===== src/design/mtdz_pkg.sv =====
// types, event codes and slot record layout for the multitouch dead zone filter
package mtdz_pkg;

    localparam logic [4:0] T_SYN = 5'd0;
    localparam logic [4:0] T_KEY = 5'd1;
    localparam logic [4:0] T_ABS = 5'd3;

    localparam logic [9:0] C_SYN_REPORT = 10'h000;
    localparam logic [9:0] C_SLOT   = 10'h02F;
    localparam logic [9:0] C_TMAJ   = 10'h030;
    localparam logic [9:0] C_TMIN   = 10'h031;
    localparam logic [9:0] C_WMAJ   = 10'h032;
    localparam logic [9:0] C_WMIN   = 10'h033;
    localparam logic [9:0] C_ORIENT = 10'h034;
    localparam logic [9:0] C_PX     = 10'h035;
    localparam logic [9:0] C_PY     = 10'h036;
    localparam logic [9:0] C_TRACK  = 10'h039;
    localparam logic [9:0] C_PRESS  = 10'h03A;
    localparam logic [9:0] C_DIST   = 10'h03B;
    localparam logic [9:0] K_TOUCH  = 10'h14A;

    localparam int TOOL_KINDS = 5;
    localparam int MAX_RES = 4;
    localparam int CAND_N = 8;

    localparam logic [31:0] TRACK_RELEASE = 32'hFFFF_FFFF;

    localparam logic [1:0] REG_LEFT  = 2'd0;
    localparam logic [1:0] REG_RIGHT = 2'd1;
    localparam logic [1:0] REG_TOP   = 2'd2;

    typedef enum logic [1:0] {
        MODE_INACTIVE = 2'd0,
        MODE_PENDING  = 2'd1,
        MODE_LIVE     = 2'd2,
        MODE_BLOCKED  = 2'd3
    } mode_t;

    typedef struct packed {
        mode_t       mode;
        logic [31:0] track_id;
        logic [31:0] pos_x;
        logic [31:0] pos_y;
        logic        have_x;
        logic        have_y;
        logic        emitted;
    } slot_rec_t;

    typedef struct packed {
        logic [4:0]  ev_type;
        logic [9:0]  ev_code;
        logic [31:0] ev_value;
    } event_t;

    function automatic logic [9:0] tool_code(input logic [2:0] i);
        logic [9:0] c;
        unique case (i)
            3'd0:    c = 10'h145;
            3'd1:    c = 10'h14D;
            3'd2:    c = 10'h14E;
            3'd3:    c = 10'h14F;
            default: c = 10'h148;
        endcase
        return c;
    endfunction

endpackage


===== src/design/multitouch_dead_zone_filter_unit.sv =====
// top level of the multitouch dead zone filter
//
// input stream (s_*): one linux input event per request (type, code, value)
// output stream (m_*): zero to four events per input request, m_tlast marks
// the final one caused by that input; an input that yields nothing is silent
// apb port: left_edge, right_edge, top_edge at byte addresses 0, 4, 8
//
// pipeline: the input register holds one event, the slot table is read from
// a synchronous memory as the event moves to the execute stage, the
// execute stage updates the slot record and writes it back, and its results
// go into a four-entry output buffer that drains one event per cycle while m_tready is high
// throughput: one input per cycle while each yields at most one result and
// m_tready is high; an input with more results holds the execute stage until its run drains
// back-to-back events to one slot use a forward path around the memory
// reset: all slots read as inactive and zero through per-slot valid bits,
// slot zero is selected, no output slot is known yet, keys read as released
// a stall on m_tready holds the output buffer; the input register and the
// execute stage keep one event each before s_tready drops
module multitouch_dead_zone_filter_unit #(
    parameter int SLOT_COUNT = 16
) (
    input  logic        clk,
    input  logic        rst_n,
    input  logic        s_tvalid,
    output logic        s_tready,
    input  logic [47:0] s_tdata,   // event_type[4:0], event_code[14:5], event_value[46:15], pad
    output logic        m_tvalid,
    input  logic        m_tready,
    output logic [47:0] m_tdata,   // out_type[4:0], out_code[14:5], out_value[46:15], pad
    output logic        m_tlast,   // last_of_run
    input  logic        psel,
    input  logic        penable,
    input  logic        pwrite,
    input  logic [3:0]  paddr,
    input  logic [31:0] pwdata,
    output logic [31:0] prdata,
    output logic        pready
);

    localparam int SW = (SLOT_COUNT > 1) ? $clog2(SLOT_COUNT) : 1;
    localparam int LW = $clog2(SLOT_COUNT + 1);

    // configuration
    logic [31:0] left_reg, right_reg, top_reg;
    logic        cfg_wr;

    assign pready = 1'b1;
    assign cfg_wr = psel && penable && pwrite;

    always_ff @(posedge clk or negedge rst_n)
    begin
        if (!rst_n)
        begin
            left_reg  <= '0;
            right_reg <= '0;
            top_reg   <= '0;
        end
        else if (cfg_wr)
        begin
            if (paddr[3:2] == mtdz_pkg::REG_LEFT)
                left_reg <= pwdata;
            if (paddr[3:2] == mtdz_pkg::REG_RIGHT)
                right_reg <= pwdata;
            if (paddr[3:2] == mtdz_pkg::REG_TOP)
                top_reg <= pwdata;
        end
    end

    always_comb
    begin
        unique case (paddr[3:2])
            mtdz_pkg::REG_LEFT:  prdata = left_reg;
            mtdz_pkg::REG_RIGHT: prdata = right_reg;
            mtdz_pkg::REG_TOP:   prdata = top_reg;
            default:             prdata = '0;
        endcase
    end

    // pipeline registers
    logic               a_valid_reg;
    mtdz_pkg::event_t   a_ev_reg;
    logic               b_valid_reg;
    mtdz_pkg::event_t   b_ev_reg;

    // slot table memory with per-slot valid bits
    mtdz_pkg::slot_rec_t slot_mem [SLOT_COUNT];
    logic [SLOT_COUNT-1:0] slot_vld_reg;
    mtdz_pkg::slot_rec_t mem_q_reg;
    logic               mem_vld_q_reg;
    logic               fwd_hit_reg;
    mtdz_pkg::slot_rec_t fwd_rec_reg;

    // frame and routing state
    logic          in_valid_reg, in_valid_next;
    logic [SW-1:0] in_idx_reg, in_idx_next;
    logic          out_valid_reg, out_valid_next;
    logic [SW-1:0] out_idx_reg, out_idx_next;
    logic [LW-1:0] live_reg, live_next;
    logic          touch_reg, touch_next;
    logic [mtdz_pkg::TOOL_KINDS-1:0] tool_reg, tool_next;
    logic          frame_reg, frame_next;

    // output buffer
    mtdz_pkg::event_t res_reg [mtdz_pkg::MAX_RES];
    logic [2:0]    rem_reg;
    logic [1:0]    ptr_reg;

    logic          out_free;
    logic          b_fire;
    logic          a_move;
    logic [SW-1:0] rd_addr;
    logic          wr_en;
    mtdz_pkg::slot_rec_t wr_rec;
    mtdz_pkg::slot_rec_t rec;
    mtdz_pkg::event_t res_new [mtdz_pkg::MAX_RES];
    logic [2:0]    res_cnt;

    assign out_free = (rem_reg == 3'd0) || (rem_reg == 3'd1 && m_tready);
    assign b_fire   = b_valid_reg && out_free;
    assign a_move   = a_valid_reg && (!b_valid_reg || b_fire);
    assign s_tready = !a_valid_reg || a_move;
    assign rd_addr  = b_fire ? in_idx_next : in_idx_reg;

    // record seen by the execute stage: forward, reset value, or memory
    always_comb
    begin
        priority if (fwd_hit_reg)
            rec = fwd_rec_reg;
        else if (!mem_vld_q_reg)
            rec = '0;
        else
            rec = mem_q_reg;
    end

    // execute stage
    always_comb
    begin
        mtdz_pkg::event_t cand [mtdz_pkg::CAND_N];
        logic [mtdz_pkg::CAND_N-1:0] cen;
        logic [4:0]  ty;
        logic [9:0]  cd;
        logic [31:0] val;
        logic        sel_need;
        logic        is_tool;
        logic        any_regen;
        logic        key_now;
        logic        outside;
        logic [2:0]  n;
        mtdz_pkg::slot_rec_t r;

        for (int k = 0; k < mtdz_pkg::CAND_N; k++)
        begin
            cand[k] = '0;
        end
        cen = '0;
        ty  = b_ev_reg.ev_type;
        cd  = b_ev_reg.ev_code;
        val = b_ev_reg.ev_value;
        r   = rec;
        sel_need = !out_valid_reg || (out_idx_reg != in_idx_reg);
        is_tool  = 1'b0;
        any_regen = 1'b0;
        key_now  = 1'b0;
        outside  = 1'b0;
        wr_en    = 1'b0;

        in_valid_next  = in_valid_reg;
        in_idx_next    = in_idx_reg;
        out_valid_next = out_valid_reg;
        out_idx_next   = out_idx_reg;
        live_next      = live_reg;
        touch_next     = touch_reg;
        tool_next      = tool_reg;
        frame_next     = frame_reg;

        if (b_valid_reg)
        begin
            if (ty == mtdz_pkg::T_SYN)
            begin
                if (cd == mtdz_pkg::C_SYN_REPORT)
                begin
                    // regenerate touch and finger keys from the live count
                    key_now = (live_reg != '0);
                    if (key_now != touch_reg)
                    begin
                        cen[0]  = 1'b1;
                        cand[0] = '{mtdz_pkg::T_KEY, mtdz_pkg::K_TOUCH, {31'd0, key_now}};
                        touch_next = key_now;
                    end
                    for (int i = 0; i < mtdz_pkg::TOOL_KINDS; i++)
                    begin
                        key_now = ({{(32-LW){1'b0}}, live_reg} == 32'(i + 1));
                        if (key_now != tool_reg[i])
                        begin
                            cen[i+1]  = 1'b1;
                            cand[i+1] = '{mtdz_pkg::T_KEY, mtdz_pkg::tool_code(3'(i)),
                                          {31'd0, key_now}};
                            tool_next[i] = key_now;
                        end
                    end
                    any_regen = |cen;
                    if (frame_reg || any_regen)
                    begin
                        cen[6]  = 1'b1;
                        cand[6] = '{mtdz_pkg::T_SYN, mtdz_pkg::C_SYN_REPORT, 32'd0};
                    end
                end
                else if (frame_reg)
                begin
                    cen[0]  = 1'b1;
                    cand[0] = b_ev_reg;
                end
            end
            else if (ty == mtdz_pkg::T_ABS)
            begin
                if (cd == mtdz_pkg::C_SLOT)
                begin
                    if ($signed(val) < 0 || $signed(val) >= $signed(32'(SLOT_COUNT)))
                        in_valid_next = 1'b0;
                    else
                    begin
                        in_valid_next = 1'b1;
                        in_idx_next   = val[SW-1:0];
                    end
                end
                else if (cd == mtdz_pkg::C_TRACK)
                begin
                    if (in_valid_reg)
                    begin
                        wr_en = 1'b1;
                        if (r.mode == mtdz_pkg::MODE_LIVE)
                            live_next = live_reg - LW'(1);
                        if (val == mtdz_pkg::TRACK_RELEASE)
                        begin
                            if (r.emitted)
                            begin
                                cen[0]  = sel_need;
                                cand[0] = '{mtdz_pkg::T_ABS, mtdz_pkg::C_SLOT,
                                            32'(in_idx_reg)};
                                cen[1]  = 1'b1;
                                cand[1] = '{mtdz_pkg::T_ABS, mtdz_pkg::C_TRACK,
                                            mtdz_pkg::TRACK_RELEASE};
                            end
                            r = '0;
                        end
                        else
                        begin
                            r = '0;
                            r.mode = mtdz_pkg::MODE_PENDING;
                            r.track_id = val;
                        end
                    end
                end
                else if (cd == mtdz_pkg::C_PX || cd == mtdz_pkg::C_PY)
                begin
                    if (in_valid_reg)
                    begin
                        wr_en = 1'b1;
                        if (cd == mtdz_pkg::C_PX)
                        begin
                            r.pos_x  = val;
                            r.have_x = 1'b1;
                        end
                        else
                        begin
                            r.pos_y  = val;
                            r.have_y = 1'b1;
                        end
                        outside = ($signed(r.pos_x) < $signed(left_reg))
                               || ($signed(r.pos_x) > $signed(right_reg))
                               || ($signed(r.pos_y) < $signed(top_reg));
                        if (r.mode == mtdz_pkg::MODE_PENDING)
                        begin
                            if (r.have_x && r.have_y)
                            begin
                                if (outside)
                                    r.mode = mtdz_pkg::MODE_BLOCKED;
                                else
                                begin
                                    r.mode = mtdz_pkg::MODE_LIVE;
                                    live_next = live_reg + LW'(1);
                                    cen[0]  = sel_need;
                                    cand[0] = '{mtdz_pkg::T_ABS, mtdz_pkg::C_SLOT,
                                                32'(in_idx_reg)};
                                    cen[1]  = !r.emitted;
                                    cand[1] = '{mtdz_pkg::T_ABS, mtdz_pkg::C_TRACK,
                                                r.track_id};
                                    r.emitted = 1'b1;
                                    cen[2]  = 1'b1;
                                    cand[2] = '{mtdz_pkg::T_ABS, mtdz_pkg::C_PX, r.pos_x};
                                    cen[3]  = 1'b1;
                                    cand[3] = '{mtdz_pkg::T_ABS, mtdz_pkg::C_PY, r.pos_y};
                                end
                            end
                        end
                        else if (r.mode == mtdz_pkg::MODE_LIVE)
                        begin
                            cen[0]  = sel_need;
                            cand[0] = '{mtdz_pkg::T_ABS, mtdz_pkg::C_SLOT,
                                        32'(in_idx_reg)};
                            cen[1]  = !r.emitted;
                            cand[1] = '{mtdz_pkg::T_ABS, mtdz_pkg::C_TRACK, r.track_id};
                            r.emitted = 1'b1;
                            cen[2]  = 1'b1;
                            cand[2] = b_ev_reg;
                        end
                    end
                end
                else if (cd == mtdz_pkg::C_TMAJ || cd == mtdz_pkg::C_TMIN
                      || cd == mtdz_pkg::C_WMAJ || cd == mtdz_pkg::C_WMIN
                      || cd == mtdz_pkg::C_ORIENT || cd == mtdz_pkg::C_PRESS
                      || cd == mtdz_pkg::C_DIST)
                begin
                    if (in_valid_reg && r.mode == mtdz_pkg::MODE_LIVE && r.emitted)
                    begin
                        cen[0]  = sel_need;
                        cand[0] = '{mtdz_pkg::T_ABS, mtdz_pkg::C_SLOT, 32'(in_idx_reg)};
                        cen[1]  = 1'b1;
                        cand[1] = b_ev_reg;
                    end
                end
                else
                begin
                    cen[0]  = 1'b1;
                    cand[0] = b_ev_reg;
                end
            end
            else if (ty == mtdz_pkg::T_KEY)
            begin
                for (int i = 0; i < mtdz_pkg::TOOL_KINDS; i++)
                begin
                    if (cd == mtdz_pkg::tool_code(3'(i)))
                        is_tool = 1'b1;
                end
                if (!(cd == mtdz_pkg::K_TOUCH || is_tool))
                begin
                    cen[0]  = 1'b1;
                    cand[0] = b_ev_reg;
                end
            end
            else
            begin
                cen[0]  = 1'b1;
                cand[0] = b_ev_reg;
            end

            // a slot select candidate moves the output slot
            if (ty == mtdz_pkg::T_ABS && cd != mtdz_pkg::C_SLOT && cen[0]
                && cand[0].ev_code == mtdz_pkg::C_SLOT)
            begin
                out_valid_next = 1'b1;
                out_idx_next   = in_idx_reg;
            end

            if (ty == mtdz_pkg::T_SYN && cd == mtdz_pkg::C_SYN_REPORT)
                frame_next = 1'b0;
            else if (|cen)
                frame_next = 1'b1;
        end

        // pack the first four candidates in order
        n = 3'd0;
        for (int k = 0; k < mtdz_pkg::MAX_RES; k++)
        begin
            res_new[k] = '0;
        end
        for (int k = 0; k < mtdz_pkg::CAND_N; k++)
        begin
            if (cen[k] && n < 3'd4)
            begin
                res_new[n[1:0]] = cand[k];
                n = n + 3'd1;
            end
        end
        res_cnt = n;
        wr_rec  = r;
    end

    // slot memory: write back and one synchronous read
    always_ff @(posedge clk)
    begin
        if (b_fire && wr_en)
            slot_mem[in_idx_reg] <= wr_rec;
        mem_q_reg   <= slot_mem[rd_addr];
        fwd_rec_reg <= wr_rec;
    end

    always_ff @(posedge clk or negedge rst_n)
    begin
        if (!rst_n)
        begin
            slot_vld_reg  <= '0;
            mem_vld_q_reg <= 1'b0;
            fwd_hit_reg   <= 1'b0;
        end
        else
        begin
            if (b_fire && wr_en)
                slot_vld_reg[in_idx_reg] <= 1'b1;
            mem_vld_q_reg <= slot_vld_reg[rd_addr];
            fwd_hit_reg   <= b_fire && wr_en && (in_idx_reg == rd_addr);
        end
    end

    // pipeline control and frame state
    always_ff @(posedge clk or negedge rst_n)
    begin
        if (!rst_n)
        begin
            a_valid_reg   <= 1'b0;
            b_valid_reg   <= 1'b0;
            in_valid_reg  <= 1'b1;
            in_idx_reg    <= '0;
            out_valid_reg <= 1'b0;
            out_idx_reg   <= '0;
            live_reg      <= '0;
            touch_reg     <= 1'b0;
            tool_reg      <= '0;
            frame_reg     <= 1'b0;
            rem_reg       <= '0;
            ptr_reg       <= '0;
        end
        else
        begin
            if (s_tvalid && s_tready)
                a_valid_reg <= 1'b1;
            else if (a_move)
                a_valid_reg <= 1'b0;

            if (a_move)
                b_valid_reg <= 1'b1;
            else if (b_fire)
                b_valid_reg <= 1'b0;

            if (b_fire)
            begin
                in_valid_reg  <= in_valid_next;
                in_idx_reg    <= in_idx_next;
                out_valid_reg <= out_valid_next;
                out_idx_reg   <= out_idx_next;
                live_reg      <= live_next;
                touch_reg     <= touch_next;
                tool_reg      <= tool_next;
                frame_reg     <= frame_next;
                rem_reg       <= res_cnt;
                ptr_reg       <= '0;
            end
            else if (m_tvalid && m_tready)
            begin
                rem_reg <= rem_reg - 3'd1;
                ptr_reg <= ptr_reg + 2'd1;
            end
        end
    end

    // payload registers
    always_ff @(posedge clk)
    begin
        if (s_tvalid && s_tready)
            a_ev_reg <= '{s_tdata[4:0], s_tdata[14:5], s_tdata[46:15]};
        if (a_move)
            b_ev_reg <= a_ev_reg;
        if (b_fire)
        begin
            for (int k = 0; k < mtdz_pkg::MAX_RES; k++)
            begin
                res_reg[k] <= res_new[k];
            end
        end
    end

    assign m_tvalid = (rem_reg != 3'd0);
    assign m_tdata  = {1'b0, res_reg[ptr_reg].ev_value, res_reg[ptr_reg].ev_code,
                       res_reg[ptr_reg].ev_type};
    assign m_tlast  = (rem_reg == 3'd1);

endmodule


===== config.mk =====
export PLATFORM = sky130hd
export DESIGN_NAME = multitouch_dead_zone_filter_unit
export DESIGN_NICKNAME = d
export VERILOG_FILES = /design/src/design/mtdz_pkg.sv /design/src/design/multitouch_dead_zone_filter_unit.sv
export SDC_FILE = /design/constraint.sdc
export NUM_CORES = 2
export LEC_CHECK = 0
export BUFFER_PORTS_ARGS = -buffer_cell sky130_fd_sc_hd__buf_4
export CORE_MARGIN = 2
export CORE_UTILIZATION = 45
export DETAILED_ROUTE_END_ITERATION = 16
export PLACE_DENSITY = 0.63
export SETUP_SLACK_MARGIN = 0.02
export SLEW_MARGIN = 15
export SYNTH_ARGS = -nofsm -noshare
export SYNTH_HDL_FRONTEND = slang
export SYNTH_SLANG_ARGS = --single-unit

===== constraint.sdc =====
create_clock -name clk -period 10 [get_ports clk]
set_input_delay 1 -clock clk [delete_from_list [all_inputs] [get_ports clk]]
set_output_delay 1 -clock clk [all_outputs]
set_load 0.05 [all_outputs]

==> flow_metrics.py <==
metrics = {
    "critical_path": {
        "setup.worst_path.class": "reg -> reg",
        "worst_path_max_delay_cell": "sky130_fd_sc_hd__or3_2",
        "worst-path-max-fanout": 43,
        "cp-start-kind": "flip-flop",
        "critical_path_required_ns": 10.57,
        "crit_arrival_ns": 9.88,
        "cpMostUsedCell": "sky130_fd_sc_hd__ha_1",
        "crit_path_end_kind": "flip-flop",
        "timing.critical_path.slowest_cell_delay_ns": 1.08,
    },
    "logic_synthesis": {
        "synth_top_area_share_pct": 60.2,
        "syn_area_per_cell_um2": 11.8,
        "synth_area_leaders": "sky130_fd_sc_hd__edfxtp_1, sky130_fd_sc_hd__nand2_1, sky130_fd_sc_hd__nand3_1",
        "synth_top_flop_cell": "sky130_fd_sc_hd__edfxtp_1",
        "number_of_enable_type_register_cells_in_the_synthesized_netlist": 1898,
        "synth_area_mm2": 0.0947,
        "yosys.area.top_type": "sky130_fd_sc_hd__edfxtp_1",
        "synth.yosys.warnings": 0,
        "synth_seq_area_share_pct": 68.2,
        "post_synthesis_cell_type_count": 96,
        "ys_seq_elements": 2243,
        "synthCells": 8062,
        "async_reset_ff_share_pct": 6.38,
    },
    "sta": {
        "timing_worst_slew_pin_value_ns": 1.27,
        "fin_skew_ns": 0.0448,
        "post-route-period-util_pct": 93.1,
        "setup_viol": 0,
        "setup_repair_after_global_routing_missed_its_margin": "false",
        "timing.final.crit_period_ns": 9.31,
        "max_freq_ghz": 0.107,
        "worst_slew_margin_rel_pct": 15.6,
        "hold_fails_final_rpt": 0,
        "timing_max_transition_violations_final": 0,
        "fin_setup_tns_ns": 0,
    },
    "power": {
        "vdd.ir_drop.worst_mv": 0.379,
        "total_leakage_power_nw": 37.3,
        "pwr_per_cell_area_mw_per_mm2": 213,
    },
    "placed_design": {
        "routabilityCongestion": 0.961,
        "dp.cells": 10700,
        "port_buffers": 169,
        "dpl.hpwl_um": 162000,
    },
    "clock_tree": {
        "cts_buffer_depth": 3,
        "clock_tree.root_cell": "sky130_fd_sc_hd__clkbuf_16",
        "cts_tree": "yes",
        "post-cts-setup-buffers": 0,
        "h-tree-depth": 4,
        "cts.reportedPaths.clkPinSlew_ns": 0.06,
        "clkLatencyLatePin_ns": 0.89,
        "clkSinkCount": 2243,
        "tritoncts.num_buffers": 219,
    },
    "routing": {
        "antenna_violating_nets_post_route": 0,
        "via_per_inst": 6.05,
        "drt-initial-drc-count": 9422,
        "detail_route.wl_per_cell_um": 26.8,
        "vias": 67300,
        "drc_errors": 0,
        "first_pass_iters": 7,
        "routed_wirelength_um": 298000,
    },
    "final_layout": {
        "multiInputGateArea_mm2": 0.0278,
        "regArea_mm2": 0.0646,
        "area_growth_syn_to_layout_pct": 12.8,
        "design.final.nets": 8327,
        "largest_register_ffs": 1616,
        "fin_cells": 11100,
        "fillers": 18000,
        "layout-drive-gt1-share_pct": 11.1,
    },
    "global_route": {
        "global_route.usage.total_pct": 26.9,
        "antenna_found_initial": 16,
        "wire_length_of_the_first_global_routing_pass_um": 430000,
        "grt_start_max_net_pins": 191,
        "overflow": 0,
        "grt_pass1_vias": 62600,
    },
    "die": {
        "die_height_um": 463,
        "die_w_um": 463,
        "floorplan.core_area_mm2": 0.209,
        "design.die.area_mm2": 0.214,
        "placementRows": 168,
        "pin_count": 175,
        "floorplan.initialDensity_pct": 45.3,
    },
    "min_path": {
        "worstHoldPathType": "in -> async",
    },
    "run_status": {
        "result_of_the_run": "finished, final reports clean",
    },
    "job": {
        "max_cap_viols": 0,
    },
}
[cells in the final DEF (no fill, tap or decap), types with 16 or more instances in the layout]
| cell type | instances |
|---|---|
| sky130_fd_sc_hd__buf_4 | 374 |
| sky130_fd_sc_hd__o21ai_0 | 432 |
| sky130_fd_sc_hd__o21ai_1 | 21 |
| sky130_fd_sc_hd__nor3_1 | 24 |
| sky130_fd_sc_hd__dfxtp_1 | 202 |
| sky130_fd_sc_hd__and3_1 | 118 |
| sky130_fd_sc_hd__nor4_1 | 20 |
| sky130_fd_sc_hd__clkbuf_16 | 226 |
| sky130_fd_sc_hd__o21ai_2 | 17 |
| sky130_fd_sc_hd__or2_2 | 22 |
| sky130_fd_sc_hd__nand3_1 | 961 |
| sky130_fd_sc_hd__clkinv_2 | 36 |
| sky130_fd_sc_hd__and2_1 | 22 |
| sky130_fd_sc_hd__clkbuf_8 | 16 |
| sky130_fd_sc_hd__nand4_1 | 61 |
| sky130_fd_sc_hd__edfxtp_1 | 1898 |
| sky130_fd_sc_hd__dfrtp_1 | 139 |
| sky130_fd_sc_hd__a22oi_1 | 107 |
| sky130_fd_sc_hd__a31oi_1 | 112 |
| sky130_fd_sc_hd__o31ai_1 | 16 |
| sky130_fd_sc_hd__buf_12 | 28 |
| sky130_fd_sc_hd__ha_1 | 123 |
| sky130_fd_sc_hd__a311oi_1 | 206 |
| sky130_fd_sc_hd__or3_1 | 40 |
| sky130_fd_sc_hd__inv_1 | 156 |
| sky130_fd_sc_hd__a32oi_1 | 31 |
| sky130_fd_sc_hd__mux4_2 | 47 |
| sky130_fd_sc_hd__mux2_2 | 34 |
| sky130_fd_sc_hd__mux2i_1 | 38 |
| sky130_fd_sc_hd__nand2_1 | 2113 |
| sky130_fd_sc_hd__conb_1 | 17 |
| sky130_fd_sc_hd__nor2_1 | 86 |
| sky130_fd_sc_hd__clkbuf_1 | 79 |
| sky130_fd_sc_hd__clkinv_1 | 37 |
| sky130_fd_sc_hd__a21o_1 | 18 |
| sky130_fd_sc_hd__o22ai_1 | 45 |
| sky130_fd_sc_hd__a21oi_1 | 113 |
[routing by layer]
layer  vias up  track usage [%]  wire (µm)
met1     33200             38.6     123000
met4        10             11.2      13200
met3       651             5.48      31800
li1      29600                -          -
met5         -                0         58
met2      3797             40.1     130000
[final cells by class]
type                            instances  area share (%)
Antenna cell                            4         0.00936
Sequential cell                      2243            60.5
Clock buffer                          321            5.77
Clock inverter                         96           0.716
Tap cell                             2805            3.28
Inverter                              164           0.599
Multi-Input combinational cell       5081            26.0
Timing Repair Buffer                  404            3.17
[cell usage after synthesis, drive strengths merged, types with 36 or more instances]
library cell and count:
o22ai 57, nand3 962, and3 118, a21oi 118
mux4 47, edfxtp 1898, mux2 36, o21ai 470
ha 123, dfxtp 202, dfrtp 142, nor2 104
inv 161, nand2 2116, a22oi 107, a31oi 113
mux2i 43, or3 41, clkbuf 541, nand4 61
buf 49, a311oi 207
[critical path: cells and delay by family (launching register included)]
family          cells  cell delay, ns
simple gates       10            3.86
mux                 1            0.14
fa+ha+maj           5            1.45
compound gates     10            2.48
buf+inv             4            0.58
flops               1            0.43
[metrics by stage]
step	hold WS [ns]	instance area [µm²]	setup slack (ns)	util (%)	total power, mW
finish	0.159	107000	0.689	51.1	22.8
global route	0.238	107000	0.0600	51.1	23.5
CTS	0.181	107000	0.741	51.0	22.8
detailed placement	0.405	99800	0.787	47.7	14.9
global placement	0.402	99800	0.760	47.7	14.8
floorplan	0.400	94800	1.53	-	13.4
[final timing paths]
path                                        startpoint                   endpoint  slack (ns)  cells past startpoint
worst max-delay path            b_ev_reg[40]$_DFFE_PP_   res_reg[1][42]$_DFFE_PP_        0.69                     30
worst min-delay path                             rst_n  right_reg[12]$_DFFE_PN0P_        0.16                      1
worst max register to register  b_ev_reg[40]$_DFFE_PP_   res_reg[1][42]$_DFFE_PP_        0.69                     30
worst min register to register  a_ev_reg[13]$_DFFE_PP_     b_ev_reg[13]$_DFFE_PP_        0.42                      0
max in group asynchronous                        rst_n     ptr_reg[0]$_DFFE_PN0P_        8.23                      2
min in group clk                           s_tdata[27]     a_ev_reg[12]$_DFFE_PP_        0.29                      1
[logic make-up (layout without fill, tap and decap cells)]
logic type      count (synthesis)  in the layout  synth area share (%)
fa+ha+maj                     123            123                  1.62
simple gates                 3551           3552                  16.4
flops                        2243           2243                  68.2
buf+inv                       754            985                  3.02
mux                           126            126                  2.01
xor+xnor                       10             10                0.0924
other cells                     2             21               0.00793
compound gates               1253           1253                  8.69
[report_power, final]
part	switching (mW)	internal, mW
clock	3.53	4.46
sequential	0.457	10.8
combinational	2.49	1.10
[what timing repair did]
action | CTS | global route
hold buffers | 0 | 0
gates resized for setup | 0 | 0
setup endpoints to repair | 0 | 6
Note: power is estimated with default switching activity, not from simulation.
